## config.mk

```make
export PLATFORM = sky130hd
export DESIGN_NAME = bounded_deque_engine_unit
export DESIGN_NICKNAME = d
export VERILOG_FILES = /design/src/hw/rtl/bdq_pkg.sv /design/src/hw/rtl/bdq_cell.sv /design/src/hw/rtl/bounded_deque_engine_unit.sv
export SDC_FILE = /design/constraint.sdc
export NUM_CORES = 2
export LEC_CHECK = 0
export BUFFER_PORTS_ARGS = -buffer_cell sky130_fd_sc_hd__buf_2
export CELL_PAD_IN_SITES_DETAIL_PLACEMENT = 1
export CELL_PAD_IN_SITES_GLOBAL_PLACEMENT = 2
export CORE_ASPECT_RATIO = 1.25
export CORE_MARGIN = 2
export CORE_UTILIZATION = 47
export CTS_CLUSTER_DIAMETER = 80
export DETAILED_ROUTE_END_ITERATION = 10
export GPL_TIMING_DRIVEN = 1
export PLACE_DENSITY_LB_ADDON = 0.1
export SLEW_MARGIN = 20
export SYNTH_ARGS = -nofsm -noshare
export SYNTH_HDL_FRONTEND = slang
export SYNTH_SLANG_ARGS = --single-unit
export TNS_END_PERCENT = 30
```

## constraint.sdc

```tcl
create_clock -name clock -period 13.7 [get_ports clock]
set_clock_uncertainty 0.15 [all_clocks]
set_input_delay 2.74 -clock clock [delete_from_list [all_inputs] [get_ports clock]]
set_output_delay 2.74 -clock clock [all_outputs]
set_load 0.005 [all_outputs]
```

## src/hw/rtl/bdq_pkg.sv

```systemverilog
package bdq_pkg;

   // field widths of the request and response beats
   localparam int WORD_W = 32;
   localparam int OP_W   = 3;
   localparam int POS_W  = 6;
   localparam int STAT_W = 2;
   localparam int CNT_W  = 7;

   typedef logic signed [WORD_W-1:0] bdq_word_type;

   // request operation codes
   localparam logic [OP_W-1:0] OP_PUSH_BACK  = 3'd0;
   localparam logic [OP_W-1:0] OP_POP_BACK   = 3'd1;
   localparam logic [OP_W-1:0] OP_PUSH_FRONT = 3'd2;
   localparam logic [OP_W-1:0] OP_POP_FRONT  = 3'd3;
   localparam logic [OP_W-1:0] OP_READ       = 3'd4;
   localparam logic [OP_W-1:0] OP_CLEAR      = 3'd5;

   // response status codes
   localparam logic [STAT_W-1:0] STAT_OK    = 2'd0;
   localparam logic [STAT_W-1:0] STAT_EMPTY = 2'd1;
   localparam logic [STAT_W-1:0] STAT_FULL  = 2'd2;
   localparam logic [STAT_W-1:0] STAT_RANGE = 2'd3;

   typedef struct packed {
      logic [OP_W-1:0]  operation;
      bdq_word_type     value;
      logic [POS_W-1:0] position;
   } bdq_req_type;

   typedef struct packed {
      bdq_word_type      data;
      logic [STAT_W-1:0] status;
      logic [CNT_W-1:0]  count;
   } bdq_rsp_type;

   // command broadcast to every cell of the row
   typedef enum logic [2:0] {
      CMD_HOLD,
      CMD_PUSH_FRONT,
      CMD_POP_FRONT,
      CMD_PUSH_BACK,
      CMD_SNAP
   } bdq_cmd_type;

   typedef struct packed {
      bdq_cmd_type  cmd;
      bdq_word_type value;
   } bdq_cell_ctrl_type;

endpackage

```

## src/hw/rtl/bdq_cell.sv

```systemverilog
module bdq_cell (
   input  logic                       clock,
   input  bdq_pkg::bdq_cell_ctrl_type ctrl,
   input  logic                       sel_back,
   input  bdq_pkg::bdq_word_type      prev_elem,
   input  bdq_pkg::bdq_word_type      next_elem,
   input  bdq_pkg::bdq_word_type      next_tap,
   output bdq_pkg::bdq_word_type      elem,
   output bdq_pkg::bdq_word_type      tap
);
   import bdq_pkg::*;

   bdq_word_type elem_ff;
   bdq_word_type elem_in;
   bdq_word_type tap_ff;
   bdq_word_type tap_in;

   // element slot: shift toward the back, toward the front, or take a back push
   always_comb begin
      elem_in = elem_ff;
      case (ctrl.cmd)
         CMD_PUSH_FRONT: elem_in = prev_elem;
         CMD_POP_FRONT:  elem_in = next_elem;
         CMD_PUSH_BACK: begin
            if (sel_back) begin
               elem_in = ctrl.value;
            end
         end
         default: elem_in = elem_ff;
      endcase
   end

   // tap line: snapshot of the elements, walking one cell toward the front
   assign tap_in = (ctrl.cmd == CMD_SNAP) ? elem_ff : next_tap;

   always_ff @(posedge clock) begin
      elem_ff <= elem_in;
      tap_ff  <= tap_in;
   end

   assign elem = elem_ff;
   assign tap  = tap_ff;

endmodule

```

## src/hw/rtl/bounded_deque_engine_unit.sv

```systemverilog
// Bounded double-ended queue of signed 32-bit words, held in a row of DEPTH
// cells with the front element always in cell 0. Push front, pop front, push
// back, clear and refused requests are answered directly: a new request can
// be accepted every cycle while no response is held by rsp_stall, and its
// response appears in the output register on the next cycle. Pop back and
// read fetch the word at index k from the front (count - 1 for pop back,
// position for read): the row is copied into a tap line that moves one cell
// toward cell 0 per cycle, and the word is taken from cell 0 once it
// arrives. req_stall is high while such a walk is running and while a
// finished response is held by rsp_stall. The element store has no reset;
// only slots written by a push are ever returned.
module bounded_deque_engine_unit #(
   parameter int DEPTH = 64
) (
   input  logic                 clock,
   input  logic                 reset,
   input  logic                 req_valid,
   output logic                 req_stall,
   input  bdq_pkg::bdq_req_type req_data,
   output logic                 rsp_valid,
   input  logic                 rsp_stall,
   output bdq_pkg::bdq_rsp_type rsp_data
);
   import bdq_pkg::*;

   localparam int CW = $clog2(DEPTH + 1);
   localparam int AW = $clog2(DEPTH);
   localparam int PW = (CW > POS_W) ? CW : POS_W;

   typedef enum logic [1:0] {
      S_IDLE = 2'b01,
      S_WALK = 2'b10
   } state_type;

   state_type         state_ff;
   state_type         state_in;
   logic [CW-1:0]     count_ff;
   logic [CW-1:0]     count_in;
   logic [AW-1:0]     walk_ff;
   logic [AW-1:0]     walk_in;
   logic              rsp_valid_ff;
   logic              rsp_valid_in;
   bdq_rsp_type       rsp_ff;
   bdq_rsp_type       rsp_in;
   bdq_cell_ctrl_type cell_ctrl;
   logic              accept;
   logic              full;
   logic              empty;
   logic [DEPTH-1:0]  sel_back;
   bdq_word_type      elem_w [DEPTH];
   bdq_word_type      tap_w  [DEPTH];

   // handshake
   assign req_stall = (state_ff != S_IDLE) || (rsp_valid_ff && rsp_stall);
   assign accept    = req_valid && !req_stall;
   assign full      = (count_ff == CW'(DEPTH));
   assign empty     = (count_ff == '0);

   // row of cells
   for (genvar i = 0; i < DEPTH; i++) begin : g_cell
      bdq_word_type prev_w;
      bdq_word_type next_w;
      bdq_word_type next_tap_w;

      assign sel_back[i] = (count_ff == CW'(i));

      if (i == 0) begin : g_head
         assign prev_w = cell_ctrl.value;
      end else begin : g_body
         assign prev_w = elem_w[i-1];
      end

      if (i == DEPTH - 1) begin : g_tail
         assign next_w     = '0;
         assign next_tap_w = '0;
      end else begin : g_link
         assign next_w     = elem_w[i+1];
         assign next_tap_w = tap_w[i+1];
      end

      bdq_cell u_cell (
         .clock     (clock),
         .ctrl      (cell_ctrl),
         .sel_back  (sel_back[i]),
         .prev_elem (prev_w),
         .next_elem (next_w),
         .next_tap  (next_tap_w),
         .elem      (elem_w[i]),
         .tap       (tap_w[i])
      );
   end

   // request decode and walk sequencing
   always_comb begin
      cell_ctrl.cmd   = CMD_HOLD;
      cell_ctrl.value = req_data.value;
      count_in        = count_ff;
      state_in        = state_ff;
      walk_in         = walk_ff;
      rsp_valid_in    = rsp_valid_ff && rsp_stall;
      rsp_in          = rsp_ff;
      unique case (state_ff)
         S_IDLE: begin
            if (accept) begin
               rsp_in.data   = '0;
               rsp_in.status = STAT_OK;
               rsp_valid_in  = 1'b1;
               unique case (req_data.operation)
                  OP_PUSH_BACK: begin
                     if (full) begin
                        rsp_in.status = STAT_FULL;
                     end else begin
                        cell_ctrl.cmd = CMD_PUSH_BACK;
                        count_in      = count_ff + CW'(1);
                     end
                  end
                  OP_POP_BACK: begin
                     if (empty) begin
                        rsp_in.status = STAT_EMPTY;
                     end else begin
                        cell_ctrl.cmd = CMD_SNAP;
                        count_in      = count_ff - CW'(1);
                        walk_in       = AW'(count_ff - CW'(1));
                        state_in      = S_WALK;
                        rsp_valid_in  = 1'b0;
                     end
                  end
                  OP_PUSH_FRONT: begin
                     if (full) begin
                        rsp_in.status = STAT_FULL;
                     end else begin
                        cell_ctrl.cmd = CMD_PUSH_FRONT;
                        count_in      = count_ff + CW'(1);
                     end
                  end
                  OP_POP_FRONT: begin
                     if (empty) begin
                        rsp_in.status = STAT_EMPTY;
                     end else begin
                        cell_ctrl.cmd = CMD_POP_FRONT;
                        rsp_in.data   = elem_w[0];
                        count_in      = count_ff - CW'(1);
                     end
                  end
                  OP_READ: begin
                     if (PW'(req_data.position) >= PW'(count_ff)) begin
                        rsp_in.status = STAT_RANGE;
                     end else begin
                        cell_ctrl.cmd = CMD_SNAP;
                        walk_in       = AW'(req_data.position);
                        state_in      = S_WALK;
                        rsp_valid_in  = 1'b0;
                     end
                  end
                  OP_CLEAR: begin
                     count_in = '0;
                  end
                  default: begin
                     count_in = count_ff;
                  end
               endcase
               rsp_in.count = CNT_W'(count_in);
            end
         end
         S_WALK: begin
            if (walk_ff == '0) begin
               rsp_in.data  = tap_w[0];
               rsp_valid_in = 1'b1;
               state_in     = S_IDLE;
            end else begin
               walk_in = walk_ff - AW'(1);
            end
         end
         default: begin
            state_in = S_IDLE;
         end
      endcase
   end

   // control registers
   always_ff @(posedge clock) begin
      if (reset) begin
         state_ff     <= S_IDLE;
         count_ff     <= '0;
         walk_ff      <= '0;
         rsp_valid_ff <= 1'b0;
      end else begin
         state_ff     <= state_in;
         count_ff     <= count_in;
         walk_ff      <= walk_in;
         rsp_valid_ff <= rsp_valid_in;
      end
   end

   // response beat register
   always_ff @(posedge clock) begin
      rsp_ff <= rsp_in;
   end

   assign rsp_valid = rsp_valid_ff;
   assign rsp_data  = rsp_ff;

`ifndef ASSERT_OFF
   // element count stays within the row
   a_count_bound : assert property (@(posedge clock) disable iff (reset)
      count_ff <= CW'(DEPTH))
      else $error("element count beyond depth");

   // no request is taken during a walk
   a_walk_blocks : assert property (@(posedge clock) disable iff (reset)
      (state_ff == S_WALK) |-> req_stall)
      else $error("request taken during walk");

   // the response register is free for the whole walk
   a_walk_slot_free : assert property (@(posedge clock) disable iff (reset)
      (state_ff == S_WALK) |-> !rsp_valid_ff)
      else $error("response pending during walk");

   // a refused push leaves the count alone
   a_full_push : assert property (@(posedge clock) disable iff (reset)
      (accept && full && (req_data.operation == OP_PUSH_BACK ||
                          req_data.operation == OP_PUSH_FRONT))
      |=> (count_ff == $past(count_ff)))
      else $error("count changed on refused push");
`endif

endmodule

```

==> results.tsv <==
metric	value	unit
portion of netlist area occupied by mux cells	14.2	%
post-synthesis register bit count	4153	
Critical Setup Path Class	in2reg	
RSZ-0062 raised after global routing	no	
first-pass GRT wire length	648000	um
Sw Pwr	7.59	mW
CTS tree	yes	
area leader, netlist	edfxtp_1	
clk buf depth	4	
critical path peak fanout	237	
setup_tns	0	ps
post-synth top area share	38.5	%
Routed WL	404000	um
path depth of the worst reg2reg path	11	
Hold Crit Depth	1	
CP startpoint kind	primary input	
die area	352000	sq um
sequential share of power	52.1	%
Root Buffer	clkbuf_16	
EDFF count, synth	2089	
combinational family with the most area after synthesis	multiplexers	
TritonCTS Buffers	419	
Slew @ Worst Pin	1160	ps
count of pins over their slew limit	0	
total power draw	32.3	mW
clock latency on the worst-skew pair	950	ps
Initial Utilization	47.3	%
yosys warns	0	
vias per std cell	5.58	
Ports	88	
gp weighted congestion	0.781	
Post-Synth XOR/XNOR Area	0.0161	%
core area	345000	sq um
1st-iter DRT viols	6659	
Post-synth ARST share	0	%
slew margin rel.	21.5	%
Core Util, Final	52.3	%
all-layer global routing usage	22.7	%
crit end category	flip-flop	
Die Wd	531	um
Setup Buffers After CTS	0	
I/O Buffers	87	
layout cell share with drive strength beyond 1	15.0	%
WL/cell	21.9	um
hold crit path type	reg2reg	
Area growth, synth to finish	10.7	%
largest net degree at the start of global routing	238	
hpwl dp	243000	um
Max-Cap Viols	0	
CP required	14190	ps
WP data arrival	7530	ps
Die Ht	663	um
Yosys cell types	66	
setup violators final	0	
status	finished, final reports clean	
vias in the first global route	110959	
Mapped Cells	13929	
CTS HTree Levels	5	
cts repair resizes	0	
Hold Violations, Final	0	
fill count	35356	
Compound-Gate Fraction of Synth Area	12.9	%
net count reported at finish	13496	
num rows	241	
Tcrit/Tclk final	51.4	%
sw frac	23.5	%
Post-Syn Area	163000	sq um
Synth area leaders	edfxtp_1 38%, dfxtp_1 25%, mux2_2 7.2%	
Leak	69.3	nW
pwr/cell area	179	nW/um^2
DR pass1 iterations	7	
final antenna-violating net count	0	
fmax	0.142	GHz
Clock Power Share	36.4	%
Internal	24.7	mW
Worst-path clk slew	60	ps
ys flop type	edfxtp_1	
Max rail drop VDD	0.102	mV
Logic pwr share	11.5	%
Synth Net Count	13988	
vias after detailed routing	102812	
GRT overflow	0	
post-route DRC violation count	0	
CTS sink count	4153	
hold buffers post-CTS	0	
adder-cell share of the synthesized area	0.107	%
Period minus WS final	7050	ps
Synth Area per Inst	11.7	sq um
post-synthesis simple-gate area fraction	5.66	%
post-synthesis sequential area ratio	63.8	%
initial antenna violation count	7	
[cells in the final DEF (no fill, tap or decap), types with 3 or more instances in the layout]
master,n
a2111oi_0,3
nand2_1,2211
a21oi_1,1996
and3_1,12
buf_2,87
o21ai_1,1816
o21ai_0,206
a21oi_4,67
nor2_1,26
inv_1,15
a211oi_1,10
clkinvlp_4,12
nand2b_1,10
a221oi_1,3
nor3_1,5
clkinv_2,75
and2_1,32
nand3_1,18
buf_12,24
bufinv_16,36
edfxtp_1,2089
clkbuf_1,115
clkbuf_8,68
clkinv_1,36
o21a_1,3
and2_4,32
o32ai_1,4
clkbuf_16,442
mux2_1,1002
mux2i_1,3
buf_4,147
dfxtp_1,2064
mux2_2,1046
ha_1,13
a31oi_1,6
a311oi_1,4
[cell usage after synthesis, drive strengths merged (4+ instances only)]
library cell and number:
ha 14, nand2b 10, nand2 2211, inv 16, dfxtp 2064, o21ai 2022, a31oi 7, nor2 27
nor3 7, edfxtp 2089, a211oi 10, clkbuf 681, a21oi 2063, and2 64, nand3 18, a311oi 4
buf 493, and3 13, o32ai 4, mux2 2048
[per-layer routing]
| metal | track usage, % | up-vias | wire [um] |
|---|---|---|---|
| met2 | 39.0 | 1446 | 198000 |
| met1 | 30.0 | 51937 | 181000 |
| met4 | 6.18 | 2 | 11200 |
| met5 | 0 | - | 18 |
| li1 | - | 48840 | - |
| met3 | 3.08 | 587 | 13900 |
[worst max-delay path, cell delays in order]
cell and delay [ps]:
buf_2 100, nand2_1 90, nand3_1 510, inv_2 370, o211ai_4 180, buf_12 470
buf_4 810, buf_4 750, buf_12 620, o21ai_0 240
[registers in the layout, indices dropped and copies added, names as in the netlist]
signal,cells
g_cell.u_cell.elem,2048
g_cell.u_cell.tap,2048
rsp_data,41
count_ff,7
walk_ff,6
state_ff,2
rsp_valid,1
[power groups by stage]
| stage | combinational (mW) | sequential (mW) | clock [mW] |
|---|---|---|---|
| finish | 3.72 | 16.8 | 11.8 |
| global route | 4.15 | 17.1 | 12.6 |
| CTS | 3.78 | 16.9 | 12.1 |
| detailed placement | 3.72 | 17.1 | 0 |
| global placement | 3.57 | 17.0 | 0 |
| floorplan | 2.84 | 16.7 | 0 |
[logic make-up (layout without fill, tap and decap cells)]
family | Yosys count | count (layout)
compound gates | 4149 | 4149
xor+xnor | 3 | 3
fa+ha+maj | 14 | 14
buf+inv | 1191 | 1069
flops | 4153 | 4153
mux | 2051 | 2051
other cells | 0 | 2
simple gates | 2368 | 2368
[worst paths after layout]
check,from,to,slack [ps]
setup reg to reg,count_ff[0],g_cell[58].u_cell.elem[14],7370
hold reg to reg,g_cell[54].u_cell.tap[30],g_cell[53].u_cell.tap[30],280
setup / recovery,rsp_stall,g_cell[58].u_cell.elem[14],6650
hold / removal,g_cell[54].u_cell.tap[30],g_cell[53].u_cell.tap[30],280
[metrics by stage]
stage	cells	hold slack, ps	area, sq um	setup WS, ps
floorplan	13929	267	163000	7450
global placement	17631	269	166000	5820
detailed placement	17631	276	166000	5770
CTS	18422	283	181000	6750
global route	18425	293	181000	6310
finish	18426	277	181000	6650
[layout make-up]
| class | instances | area [sq um] | share of cell area [%] |
|---|---|---|---|
| timing repair buffer | 261 | 2090 | 1.16 |
| clock inverter | 166 | 1770 | 0.981 |
| tap | 4617 | 5780 | 3.20 |
| antenna | 2 | 5.00 | 0.00277 |
| multi-input combinational | 8585 | 54400 | 30.1 |
| inverter | 17 | 63.8 | 0.0353 |
| clock buffer | 625 | 12400 | 6.88 |
| sequential | 4153 | 104000 | 57.6 |
Note: power is estimated with default switching activity, not from simulation.
